## src/rtl/dtp_pkg.sv

```systemverilog
// Shared types, constants and lookup functions for the date/time string parser.
// Used by dtp_front, dtp_queue, dtp_back and datetime_string_parser.
package dtp_pkg;

  localparam int unsigned StrLen     = 19;
  localparam int unsigned OverrunPos = 20;
  localparam int unsigned QueueDepth = 4;
  localparam int unsigned QueueAw    = $clog2(QueueDepth);
  localparam int unsigned NumFields  = 7;

  localparam logic [7:0] CharDot   = 8'h2E;
  localparam logic [7:0] CharColon = 8'h3A;
  localparam logic [7:0] CharZero  = 8'h30;
  localparam logic [7:0] CharNull  = 8'h00;

  typedef enum logic [2:0] {
    ST_OK      = 3'd0,
    ST_SHORT   = 3'd1,
    ST_NO_TERM = 3'd2,
    ST_DOT1    = 3'd3,
    ST_DOT2    = 3'd4,
    ST_COLON1  = 3'd5,
    ST_COLON2  = 3'd6
  } status_t;

  typedef struct packed {
    status_t    status;
    logic [7:0] day;
    logic [7:0] month;
    logic [7:0] year_hi;
    logic [7:0] year_lo;
    logic [7:0] hour;
    logic [7:0] minute;
    logic [7:0] second;
  } job_t;

  typedef struct packed {
    logic       valid;
    logic [2:0] slot;
    logic       tens;
  } slot_t;

  function automatic slot_t slot_of(logic [4:0] p);
    slot_t s;
    s = '{valid: 1'b0, slot: 3'd0, tens: 1'b0};
    case (p)
      5'd0:  s = '{valid: 1'b1, slot: 3'd0, tens: 1'b1};
      5'd1:  s = '{valid: 1'b1, slot: 3'd0, tens: 1'b0};
      5'd3:  s = '{valid: 1'b1, slot: 3'd1, tens: 1'b1};
      5'd4:  s = '{valid: 1'b1, slot: 3'd1, tens: 1'b0};
      5'd6:  s = '{valid: 1'b1, slot: 3'd2, tens: 1'b1};
      5'd7:  s = '{valid: 1'b1, slot: 3'd2, tens: 1'b0};
      5'd8:  s = '{valid: 1'b1, slot: 3'd3, tens: 1'b1};
      5'd9:  s = '{valid: 1'b1, slot: 3'd3, tens: 1'b0};
      5'd11: s = '{valid: 1'b1, slot: 3'd4, tens: 1'b1};
      5'd12: s = '{valid: 1'b1, slot: 3'd4, tens: 1'b0};
      5'd14: s = '{valid: 1'b1, slot: 3'd5, tens: 1'b1};
      5'd15: s = '{valid: 1'b1, slot: 3'd5, tens: 1'b0};
      5'd17: s = '{valid: 1'b1, slot: 3'd6, tens: 1'b1};
      5'd18: s = '{valid: 1'b1, slot: 3'd6, tens: 1'b0};
      default: s = '{valid: 1'b0, slot: 3'd0, tens: 1'b0};
    endcase
    return s;
  endfunction

  // days before month m, counted from March: (m*306+5)/10
  function automatic logic [8:0] month_offset(logic [3:0] m);
    logic [8:0] r;
    r = 9'd0;
    case (m)
      4'd0:  r = 9'd0;
      4'd1:  r = 9'd31;
      4'd2:  r = 9'd61;
      4'd3:  r = 9'd92;
      4'd4:  r = 9'd122;
      4'd5:  r = 9'd153;
      4'd6:  r = 9'd184;
      4'd7:  r = 9'd214;
      4'd8:  r = 9'd245;
      4'd9:  r = 9'd275;
      4'd10: r = 9'd306;
      4'd11: r = 9'd337;
      default: r = 9'd0;
    endcase
    return r;
  endfunction

endpackage

```

## src/rtl/datetime_string_parser.sv

```systemverilog
// Top level of the date/time string parser: front end, job queue, weekday back end.
// Depends on dtp_pkg, dtp_front, dtp_queue and dtp_back.
//
// Usage:
//   s_axis carries one character byte per item in tdata[7:0]. The string is
//   "dd.mm.yyyy HH:MM:SS"; a zero byte ends it and produces exactly one result
//   on m_axis. Non-zero bytes produce no result; bytes past the last seconds
//   digit are dropped until the zero byte.
//   m_axis tdata carries status, date, time and weekday (1 Monday .. 7 Sunday);
//   on any error status all fields except status read zero.
//   Throughput: one byte per cycle. s_axis_tready falls only when the 4-entry
//   job queue is full, which takes four jobs waiting in the queue behind a
//   back end frozen by a stalled m_axis.
//   Path: the result for a terminator is written to the job queue, then
//   passes the back end, a six-stage pipeline (year multiply, month reduce,
//   x365 and /100 multiply, day-number add, /7 reciprocal multiply, output
//   register).
//   A stalled m_axis holds its result and freezes the back end; the front end
//   keeps taking bytes while the queue has room.
//   Reset (rst, synchronous, active high) clears position, separator state,
//   the queue and all pipeline valids.
module datetime_string_parser (
  input  logic        clk,
  input  logic        rst,
  input  logic        s_axis_tvalid,
  output logic        s_axis_tready,
  input  logic [7:0]  s_axis_tdata,   // [7:0] char_in
  output logic        m_axis_tvalid,
  input  logic        m_axis_tready,
  output logic [63:0] m_axis_tdata    // [2:0] status, [10:3] day_of_month,
                                      // [18:11] month_value, [34:19] year_value,
                                      // [37:35] weekday, [45:38] hour_value,
                                      // [53:46] minute_value, [61:54] second_value
);

  logic          queue_full;
  logic          push;
  dtp_pkg::job_t push_job;
  logic          pop;
  logic          q_valid;
  dtp_pkg::job_t head;
  dtp_pkg::job_t out_job;
  logic [2:0]    out_weekday;
  logic [15:0]   year_value;

  dtp_front u_front (
    .clk        (clk),
    .rst        (rst),
    .in_valid   (s_axis_tvalid),
    .in_ready   (s_axis_tready),
    .in_char    (s_axis_tdata),
    .queue_full (queue_full),
    .push       (push),
    .push_job   (push_job)
  );

  dtp_queue u_queue (
    .clk       (clk),
    .rst       (rst),
    .push      (push),
    .push_job  (push_job),
    .full      (queue_full),
    .pop       (pop),
    .not_empty (q_valid),
    .head      (head)
  );

  dtp_back u_back (
    .clk         (clk),
    .rst         (rst),
    .q_valid     (q_valid),
    .head        (head),
    .pop         (pop),
    .out_valid   (m_axis_tvalid),
    .out_ready   (m_axis_tready),
    .out_job     (out_job),
    .out_weekday (out_weekday)
  );

  assign year_value = 16'({8'd0, out_job.year_hi} * 16'd100) + {8'd0, out_job.year_lo};

  assign m_axis_tdata = {2'b00,
                         out_job.second,
                         out_job.minute,
                         out_job.hour,
                         out_weekday,
                         year_value,
                         out_job.month,
                         out_job.day,
                         out_job.status};

endmodule

```

## src/rtl/dtp_front.sv

```systemverilog
// Character front end: tracks position, accumulates digit pairs, checks separators.
// Emits one job per terminating null into the queue. Depends on dtp_pkg.
module dtp_front (
  input  logic          clk,
  input  logic          rst,
  input  logic          in_valid,
  output logic          in_ready,
  input  logic [7:0]    in_char,
  input  logic          queue_full,
  output logic          push,
  output dtp_pkg::job_t push_job
);

  logic [4:0]           position;
  logic [4:0]           position_next;
  dtp_pkg::status_t     sep_err;
  dtp_pkg::status_t     sep_err_next;
  logic [7:0]           acc [dtp_pkg::NumFields];
  dtp_pkg::slot_t       cur_slot;
  logic [7:0]           digit;
  logic                 accept;
  logic                 is_null;
  dtp_pkg::status_t     st;

  assign in_ready = !queue_full;
  assign accept   = in_valid && in_ready;
  assign is_null  = (in_char == dtp_pkg::CharNull);
  assign push     = accept && is_null;
  assign cur_slot = dtp_pkg::slot_of(position);
  assign digit    = in_char - dtp_pkg::CharZero;

  always_comb begin
    position_next = position;
    sep_err_next  = sep_err;
    if (accept) begin
      if (is_null) begin
        position_next = 5'd0;
        sep_err_next  = dtp_pkg::ST_OK;
      end else if (position < 5'(dtp_pkg::StrLen)) begin
        position_next = position + 5'd1;
        if (!cur_slot.valid && sep_err == dtp_pkg::ST_OK) begin
          case (position)
            5'd2:  if (in_char != dtp_pkg::CharDot) sep_err_next = dtp_pkg::ST_DOT1;
            5'd5:  if (in_char != dtp_pkg::CharDot) sep_err_next = dtp_pkg::ST_DOT2;
            5'd13: if (in_char != dtp_pkg::CharColon) sep_err_next = dtp_pkg::ST_COLON1;
            5'd16: if (in_char != dtp_pkg::CharColon) sep_err_next = dtp_pkg::ST_COLON2;
            default: sep_err_next = sep_err;
          endcase
        end
      end else begin
        position_next = 5'(dtp_pkg::OverrunPos);
      end
    end
  end

  always_ff @(posedge clk) begin
    if (rst) begin
      position <= 5'd0;
      sep_err  <= dtp_pkg::ST_OK;
    end else begin
      position <= position_next;
      sep_err  <= sep_err_next;
    end
  end

  always_ff @(posedge clk) begin
    if (accept && !is_null && position < 5'(dtp_pkg::StrLen) && cur_slot.valid) begin
      if (cur_slot.tens) begin
        acc[cur_slot.slot] <= {digit[4:0], 3'b000} + {digit[6:0], 1'b0};
      end else begin
        acc[cur_slot.slot] <= acc[cur_slot.slot] + digit;
      end
    end
  end

  always_comb begin
    if (position < 5'(dtp_pkg::StrLen)) begin
      st = dtp_pkg::ST_SHORT;
    end else if (position >= 5'(dtp_pkg::OverrunPos)) begin
      st = dtp_pkg::ST_NO_TERM;
    end else begin
      st = sep_err;
    end
    push_job.status = st;
    if (st == dtp_pkg::ST_OK) begin
      push_job.day     = acc[0];
      push_job.month   = acc[1];
      push_job.year_hi = acc[2];
      push_job.year_lo = acc[3];
      push_job.hour    = acc[4];
      push_job.minute  = acc[5];
      push_job.second  = acc[6];
    end else begin
      push_job.day     = 8'd0;
      push_job.month   = 8'd0;
      push_job.year_hi = 8'd0;
      push_job.year_lo = 8'd0;
      push_job.hour    = 8'd0;
      push_job.minute  = 8'd0;
      push_job.second  = 8'd0;
    end
  end

  a_pos_range: assert property (@(posedge clk) disable iff (rst)
    position <= 5'(dtp_pkg::OverrunPos))
    else $error("position out of range");

  a_null_resets: assert property (@(posedge clk) disable iff (rst)
    push |=> (position == 5'd0 && sep_err == dtp_pkg::ST_OK))
    else $error("state not cleared after terminator");

endmodule

```

## src/rtl/dtp_queue.sv

```systemverilog
// Short job queue between the character front end and the weekday back end.
// Depends on dtp_pkg for the job type and depth.
module dtp_queue (
  input  logic          clk,
  input  logic          rst,
  input  logic          push,
  input  dtp_pkg::job_t push_job,
  output logic          full,
  input  logic          pop,
  output logic          not_empty,
  output dtp_pkg::job_t head
);

  dtp_pkg::job_t                 mem [dtp_pkg::QueueDepth];
  logic [dtp_pkg::QueueAw-1:0]   wr_ptr;
  logic [dtp_pkg::QueueAw-1:0]   rd_ptr;
  logic [dtp_pkg::QueueAw:0]     count;
  logic                          do_push;
  logic                          do_pop;

  assign full      = (count == (dtp_pkg::QueueAw+1)'(dtp_pkg::QueueDepth));
  assign not_empty = (count != '0);
  assign do_push   = push && !full;
  assign do_pop    = pop && not_empty;
  assign head      = mem[rd_ptr];

  always_ff @(posedge clk) begin
    if (do_push) begin
      mem[wr_ptr] <= push_job;
    end
  end

  always_ff @(posedge clk) begin
    if (rst) begin
      wr_ptr <= '0;
      rd_ptr <= '0;
      count  <= '0;
    end else begin
      if (do_push) begin
        wr_ptr <= wr_ptr + 1'b1;
      end
      if (do_pop) begin
        rd_ptr <= rd_ptr + 1'b1;
      end
      case ({do_push, do_pop})
        2'b10:   count <= count + 1'b1;
        2'b01:   count <= count - 1'b1;
        default: count <= count;
      endcase
    end
  end

  a_count_bound: assert property (@(posedge clk) disable iff (rst)
    count <= (dtp_pkg::QueueAw+1)'(dtp_pkg::QueueDepth))
    else $error("queue count overflow");

endmodule

```

## src/rtl/dtp_back.sv

```systemverilog
// Weekday back end: pipelined year, March-based day number and mod-7 reduction,
// ending in the output register. Depends on dtp_pkg.
module dtp_back (
  input  logic          clk,
  input  logic          rst,
  input  logic          q_valid,
  input  dtp_pkg::job_t head,
  output logic          pop,
  output logic          out_valid,
  input  logic          out_ready,
  output dtp_pkg::job_t out_job,
  output logic [2:0]    out_weekday
);

  logic          adv;
  logic          v1, v2, v3, v4, v5;
  dtp_pkg::job_t j1, j2, j3, j4, j5;

  logic [15:0]   yr1;
  logic [8:0]    mv1;
  logic [4:0]    q12_1;
  logic [15:0]   yr_next;
  logic [8:0]    mv_next;
  logic [16:0]   mv_prod;

  logic [15:0]   y2;
  logic [8:0]    moff2;
  logic [8:0]    mrem;
  logic [3:0]    m_next;

  logic [24:0]   y365_3;
  logic [9:0]    c100_3;
  logic [13:0]   y4_3;
  logic [8:0]    moff3;
  logic [26:0]   prod100;

  logic [24:0]   dn4;
  logic [24:0]   dn_next;

  logic [22:0]   q7_5;
  logic [24:0]   dn5;
  logic [50:0]   prod7;

  logic [25:0]   q7x7;
  logic [24:0]   rem7;
  logic [2:0]    wd_next;

  assign adv = !out_valid || out_ready;
  assign pop = adv && q_valid;

  assign yr_next = 16'({8'd0, head.year_hi} * 16'd100) + {8'd0, head.year_lo};
  assign mv_next = {1'b0, head.month} + 9'd9;
  assign mv_prod = mv_next * 17'd171;

  assign mrem   = mv1 - ({2'b00, q12_1, 2'b00} + {1'b0, q12_1, 3'b000});
  assign m_next = mrem[3:0];

  assign prod100 = {13'd0, y2[15:2]} * 27'd5243;

  assign dn_next = y365_3 + {11'd0, y4_3} - {15'd0, c100_3} + {17'd0, c100_3[9:2]}
                 + {16'd0, moff3} + {17'd0, j3.day} + 25'd2;

  assign prod7 = {26'd0, dn4} * 51'd38347923;

  assign q7x7 = {q7_5, 3'b000} - {3'b000, q7_5};
  assign rem7 = dn5 - q7x7[24:0];

  always_comb begin
    if (j5.status != dtp_pkg::ST_OK) begin
      wd_next = 3'd0;
    end else if (rem7[2:0] == 3'd0) begin
      wd_next = 3'd7;
    end else begin
      wd_next = rem7[2:0];
    end
  end

  always_ff @(posedge clk) begin
    if (rst) begin
      v1        <= 1'b0;
      v2        <= 1'b0;
      v3        <= 1'b0;
      v4        <= 1'b0;
      v5        <= 1'b0;
      out_valid <= 1'b0;
    end else if (adv) begin
      v1        <= q_valid;
      v2        <= v1;
      v3        <= v2;
      v4        <= v3;
      v5        <= v4;
      out_valid <= v5;
    end
  end

  always_ff @(posedge clk) begin
    if (adv) begin
      j1      <= head;
      yr1     <= yr_next;
      mv1     <= mv_next;
      q12_1   <= mv_prod[15:11];

      j2      <= j1;
      y2      <= yr1 - {15'd0, (m_next >= 4'd10)};
      moff2   <= dtp_pkg::month_offset(m_next);

      j3      <= j2;
      y365_3  <= 25'(y2 * 25'd365);
      c100_3  <= prod100[26:17];
      y4_3    <= y2[15:2];
      moff3   <= moff2;

      j4      <= j3;
      dn4     <= dn_next;

      j5      <= j4;
      dn5     <= dn4;
      q7_5    <= prod7[50:28];

      out_job     <= j5;
      out_weekday <= wd_next;
    end
  end

  a_weekday_status: assert property (@(posedge clk) disable iff (rst)
    out_valid |-> ((out_job.status == dtp_pkg::ST_OK) == (out_weekday != 3'd0)))
    else $error("weekday inconsistent with status");

  a_hold_on_stall: assert property (@(posedge clk) disable iff (rst)
    (out_valid && !out_ready) |=> (out_valid && $stable(out_weekday)))
    else $error("output changed while stalled");

endmodule
```

## config.mk

```make
export PLATFORM = sky130hd
export DESIGN_NAME = datetime_string_parser
export DESIGN_NICKNAME = d
export VERILOG_FILES = /design/src/rtl/dtp_pkg.sv /design/src/rtl/datetime_string_parser.sv /design/src/rtl/dtp_front.sv /design/src/rtl/dtp_queue.sv /design/src/rtl/dtp_back.sv
export SDC_FILE = /design/constraint.sdc
export NUM_CORES = 2
export LEC_CHECK = 0
export CORE_UTILIZATION = 30
export CTS_CLUSTER_DIAMETER = 150
export CTS_CLUSTER_SIZE = 16
export DETAILED_ROUTE_END_ITERATION = 7
export DONT_BUFFER_PORTS = 1
export PLACE_DENSITY_LB_ADDON = 0.2
export SLEW_MARGIN = 20
export SYNTH_ARGS = -nofsm -noshare
export SYNTH_HDL_FRONTEND = slang
export SYNTH_HIERARCHICAL = 1
export SYNTH_SLANG_ARGS = --single-unit
```

## constraint.sdc

```tcl
create_clock -name clk -period 19.8 [get_ports clk]
set_clock_uncertainty 0.2 [all_clocks]
set_input_delay 2.97 -clock clk [delete_from_list [all_inputs] [get_ports clk]]
set_output_delay 2.97 -clock clk [all_outputs]
set_load 0.05 [all_outputs]
```

# After elaboration in Yosys (flattened, before gate mapping)

Memory sizes are Yosys's and may differ from the RTL's. A register that Yosys moved wholly into a read port is not among the register bits.
Cells that the tools add are included.

Output and inout bits: 66
Bits in writable memories: 292
Memories kept: 4
Register bits after elaboration: 505
Memory bits (read-only): 304

Memory list:

| memory           | words | bits a word | read ports | clocked after Yosys merged registers in | wr ports | RTL line        | text |
|---|---|---|---|---|---|---|---|
| u_queue.mem      | 4     | 59          | 1          | 1                                       | 1        | dtp_queue.sv:14 | `dtp_pkg::job_t mem [dtp_pkg::QueueDepth];` |
| (name not given) | 32    | 5           | 1          | 1                                       | 0        | dtp_pkg.sv:46   | `case (p)` |
| (name not given) | 16    | 9           | 1          | 1                                       | 0        | dtp_pkg.sv:70   | `case (m)` |
| u_front.acc      | 7     | 8           | 8          | 0                                       | 1        | dtp_front.sv:18 | `logic [7:0] acc [dtp_pkg::NumFields];` |

Muxes and demuxes: 28
$mul: 6
Order comparisons: 3
Equality and inequality tests: 13
Bitwise logic cells: 1
Reduce and logical (&&, ||, !) cells: 25
Add/sub/neg operators: 22

Operator list:

| operator                 | number |
|---|---|
| $mux W56                 | 1 |
| $add A25 B8 Y25          | 2 |
| $add A15 B8 Y16          | 2 |
| $mul A25 B26 Y31 const B | 1 |
| $mux W3                  | 10 |
| $mul A14 B13 Y27 const B | 1 |
| $mul A8 B5 Y13 const B   | 2 |
| $add A25 B14 Y25         | 1 |
| $add A25 B2 Y25 const B  | 1 |
| $add A25 B9 Y25          | 1 |
| $mul A16 B9 Y25 const B  | 1 |
| $sub A25 B10 Y25         | 1 |
| $mux W5                  | 4 |
| $add A8 B8 Y8            | 2 |
| $ne A8 B6 Y1 const B     | 2 |
| $sub A16 B1 Y16          | 1 |
| $mul A9 B8 Y13 const B   | 1 |
| $ne A3 B1 Y1 const B     | 4 |
| $pmux W3 S4              | 1 |
| $add A8 B4 Y9 const B    | 1 |
| $logic_and A1 B1 Y1      | 9 |
| $logic_not A3 Y1         | 3 |
| $logic_not A8 Y1         | 1 |
| $mux W1                  | 8 |
| other kinds (29)         | 37 |

# Logic depth before layout (Yosys ltp)

Depth in word-level cells: 9
Mapped depth: 23
Mapped depth without buffers: 23

# Cells and area by module

Netlist, hierarchy kept.

By module, submodules not included:

| module                 | area an instance (um2) | instances | cells an instance |
|---|---|---|---|
| dtp_back               | 30,500.5               | 1         | 2,218 |
| dtp_queue              | 8,997.4                | 1         | 361 |
| dtp_front              | 4,470.5                | 1         | 401 |
| datetime_string_parser | 1,108.6                | 1         | 124 |

# Worst setup path after synthesis

Ideal clock, no wire load.

Kind: input-to-reg
Start: input port m_axis_tready
End: register u_queue/count[2] (netlist bit)
Slack: 4.812 ns
Data required time: 19.530 ns
Data arrival time: 14.718 ns
Buffers on the path: 0
Stages: 11
Cells stage by stage: nor2b_1 > inv_1 > nand2_1 > inv_1 > o31a_1 > ha_1 > inv_1 > fa_1 > xor2_1 > or3_1 > a21oi_1

Longest elaborated chain between the ends: 5
Elaborated cells between the ends (all ways): 7
Those cells by class: eq/ne (2); mux (1); reduce/logical (4)

RTL lines:

| item                                              | RTL line                     | text |
|---|---|---|
| start: declaration                                | datetime_string_parser.sv:29 | `input logic m_axis_tready,` |
| $logic_or A1 B1 Y1 *                              | dtp_back.sv:48               | `assign adv = !out_valid \|\| out_ready;` |
| $logic_and A1 B1 Y1 *                             | dtp_back.sv:49               | `assign pop = adv && q_valid;` |
| net pop                                           | datetime_string_parser.sv:39 | `logic pop;` |
| $logic_and A1 B1 Y1 *                             | dtp_queue.sv:24              | `assign do_pop = pop && not_empty;` |
| net u_queue.do_pop                                | dtp_queue.sv:19              | `logic do_pop;` |
| $eq A2 B1 Y1 or $eq A2 B2 Y1 (tied branches)      | dtp_queue.sv:45              | `case ({do_push, do_pop})` |
| $pmux W3 S2 or $reduce_bool A2 Y1 (tied branches) | -                            |  |
| end signal: assignment                            | dtp_queue.sv:46              | `2'b10: count <= count + 1'b1;` |
| end signal: assignment                            | dtp_queue.sv:47              | `2'b01: count <= count - 1'b1;` |
| end signal: assignment                            | dtp_queue.sv:48              | `default: count <= count;` |
| end: declaration                                  | dtp_queue.sv:17              | `logic [dtp_pkg::QueueAw:0] count;` |

The timed path passes the listed nets; every way through them passes the cells marked *.
A chain may end at the register's enable or synchronous reset.

# Worst setup path in the final report

Start: register u_back/out_job[34] (netlist name)
End: output port m_axis_tdata[32]

Longest elaborated chain between the ends: 2

RTL lines:

| item             | RTL line                     | text |
|---|---|---|
| $mul A8 B5 Y13   | datetime_string_parser.sv:80 | `assign year_value = 16'({8'd0, out_job.year_hi} * 16'd100) + {8'd0, out_job.year_lo};` |
| $add A15 B8 Y16  | datetime_string_parser.sv:80 |  |
| end: declaration | datetime_string_parser.sv:30 | `output logic [63:0] m_axis_tdata` |

Every way passes these cells.

==> flow_summary.toml <==
[synthesis]
synth_top_cell_by_area = "edfxtp_1"
synth_top_area_share = 0.527
ys_warn_count = 6
synth_cells = 3104
ys_seq_area_frac = 0.539
netlist_area_sq_um = 45100
synth_area_leaders = "edfxtp_1 (53%), ha_1 (13%), fa_1 (12%), inv_1 (5.0%), mux4_2 (3.0%)"
synthDistinctLibCells = 93
synth-main-ff-cell = "edfxtp_1"
synth_edf_count = 791
postSynth.asyncResetShare = 0
synth_seq_cells = 819
syn-mean-instance-area_sq_um = 14.5

[critical_path]
critPathLaunchType = "flop"
reg2reg_to = "u_back/q7_5[2]$_DFFE_PN_"
r2r-start = "u_back/dn4[23]$_DFFE_PN_"
critical_path_class = "flop to output port"
path_max_fanout = 5
rrSetupSlack_ps = 13580
slowest_delay_ps = 840
crit_top_cell = "ha_1"
startpoint = "u_back/out_job[34]$_DFFE_PN_"
path_delay_family = "adder cells"
required_ps = 16630
endpoint_kind = "output port"
worstPathCellList = "ha_1, ha_1, fa_1, ha_1, a211oi_2, o21bai_4, nor3b_1, o32ai_2, and4bb_1, xnor2_1"
reg2reg_depth = 20
critPathBufInv = 0
crit_arrival_ps = 4600
cp_slowest_cell = "xnor2_1"

[floorplanning]
die_y_um = 390
initial_core_util = 0.304
num_rows = 141
die_width_um = 390
num_io_pins = 78
core_area_sq_um = 148000
die-area_sq_um = 152000

[clocking]
cts.sinks = 819
clkTransAtPathRegs_ps = 80
cts_tree = "built"
cts_max_level = 2
cts_hold_buf = 0
cts_buffer_depth = 3
cts_buffers = 58
postCtsSetupBuffers = 0
clk_latency_ps = 690
ctsResizeCount = 0
cts-root-buf = "clkbuf_16"

[place]
place.gp.congestion = 0.780
placed_cells = 5091
placed_area_sq_um = 47600
dp_hpwl_um = 63800
preCtsSetupSlack_ps = 12660
portBuffers = 0

[route]
route.detailed.drc = 0
vias = 22400
ant_nets = 0
via_per_inst = 4.33
drt_iter0_drc = 1046
dr.pass1.iters = 4
drt_wl_total_um = 86600
wire_per_inst_um = 16.7

[global_routing]
grt_overflow = 0
grt_pass1_wl_um = 137000
grt_pass1_vias = 24000
grt_use_total = 0.116
antenna_found_initial = 2
grt_max_degree = 159

[sta]
hold_viol = 0
fin_setup_tns_ps = 0
fin_ws_ps = 12030
finalCritPeriodShare = 0.392
setup_viol = 0
fmax_mhz = 129
rsz0062_at_grt = "no"
maxSlewViolCount = 0
relSlewSlack = 0.225
worst_pin_slew_ps = 1150
period_minus_slack_ps = 7770

[outcome]
status = "finished, final reports clean"

[finish]
final_cells = 5173
stdcell_area_sq_um = 49200
antenna_cells = 0
nNetsFinal = 3903
synthToLayoutAreaGrowth_pct = 9.17
drive_gt1_frac = 0.0659

[job]
maxCapViolCount = 0

[worst_hold_path]
min_from = "u_back/j2[54]$_DFFE_PN_"
hold_path_class = "flop to flop"
whs_endpoint = "u_back/j3[54]$_DFFE_PN_"
hold_depth = 0
==> cells in the mapped netlist (all sizes together) (5+ instances only) <==
cell      n
a211oi   18
a21o     30
a21oi    91
a221o     5
a221oi   10
a22oi     6
a31oi     6
and2     66
and3      8
buf      21
clkbuf   18
dfxtp    28
edfxtp  791
fa      272
ha      470
inv     598
mux2     12
mux2i     6
mux4     61
nand2    69
nand2b   16
nand3    18
nand4     8
nor2     97
nor2b    16
nor3     30
nor3b     8
nor4      8
o21a     19
o21ai    57
o21bai   13
o22ai     6
o31ai     5
or2       9
or3      10
xnor2   107
xor2     39
==> placed cells by master (no fill, tap or decap), types with 5 or more instances in the layout <==
cell type and instances:
nor2b_1 16, clkbuf_1 18, and2_1 62, xnor2_1 107, edfxtp_1 791, a21o_1 30, nor4_1 7, buf_4 22
o21a_1 19, o21bai_1 12, fa_1 272, o21ai_0 45, a221o_1 5, inv_1 597, nand3_1 18, or3_1 10
mux2_2 11, nand4_1 8, and3_1 8, or2_2 8, a221oi_1 8, nand2_1 67, a211oi_1 14, o22ai_1 6
a31oi_1 5, ha_1 470, a21oi_1 90, mux4_2 61, dfxtp_1 26, nand2b_1 16, mux2i_1 6, a22oi_1 6
nor2_1 97, nor3_1 28, clkbuf_16 58, o21ai_1 8, xor2_1 39
==> cell families (layout without fill, tap and decap cells) <==
kind of cell               count (synthesis)  in the layout  synth area share
other                                      1              2         0.0000832
xor gates and xnor gates                 146            146            0.0284
buffers and inverters                    637            703            0.0550
and+or+nand+nor                          373            373            0.0432
DFF                                      819            819             0.539
AOI/OAI and AO/OA                        307            307            0.0479
adders and majority gates                742            742             0.251
muxes                                     79             79            0.0348
==> layout make-up <==
type | count | area (sq um)
Clock buffer | 76 | 1520
Tap cell | 2002 | 2500
Inverter | 598 | 2250
Sequential cell | 819 | 24300
Clock inverter | 6 | 120
Multi-Input combinational cell | 1649 | 18300
Fill cell | 14600 | 99200
Timing Repair Buffer | 23 | 185
==> per-stage QoR <==
stage / hold slack, ps / utilization
2_1_floorplan: 200 / -
3_3_place_gp: 200 / 0.321
3_5_place_dp: 205 / 0.321
4_1_cts: 212 / 0.332
5_1_grt: 221 / 0.332
6_report: 207 / 0.332
==> worst max-delay path by stage <==
stage / slack [ps] / depth (start not counted) / endpoint
4_1_cts: 11920 / 10 / m_axis_tdata[32]
2_1_floorplan: 4810 / 11 / u_queue/count[2]$_SDFFE_PP0P_
3_3_place_gp: 12690 / 11 / m_axis_tdata[32]
5_1_grt: 11730 / 12 / m_axis_tdata[32]
6_report: 12030 / 10 / m_axis_tdata[32]
3_5_place_dp: 12660 / 10 / m_axis_tdata[32]
==> worst reg2reg max path: stages (launching register included) <==
cell      delay (ps)
edfxtp_1         420
inv_1             60
ha_1             310
fa_1             510
inv_1             50
fa_1             470
fa_1             530
fa_1             530
fa_1             540
inv_1             50
fa_1             490
inv_1             40
ha_1             280
nand2_1           50
o21ai_0          300
a211oi_1          90
a221oi_1         350
nor4_1            80
nor4b_1          380
nor2_1           100
xnor2_1          130
==> per-layer routing <==
metal / vias up / GRT usage / share of wire
met1: 11200 / 0.154 / 0.46
met2: 221 / 0.200 / 0.49
met4: 2 / 0.0224 / 0.015
li1: 10900 / - / -
met5: - / 0 / 0.00015
met3: 80 / 0.0194 / 0.032
==> registers in the layout (all words and copies together) (netlist names), 10 cells and up, named ones only <==
register / cells
u_back/dn4: 25
u_back/y4_3: 14
u_back/j1: 59
u_back/out_job: 59
u_back/c100_3: 10
u_front/acc: 64
u_back/y2: 16
u_queue/mem: 236
u_back/j4: 59
u_back/j2: 59
u_back/j3: 59
u_back/y365_3: 25
u_back/yr1: 14
u_back/j5: 59
Power is left out: the tool's default activity adds up to more than one toggle a clock period on the data nets, which glitch-free logic cannot reach.
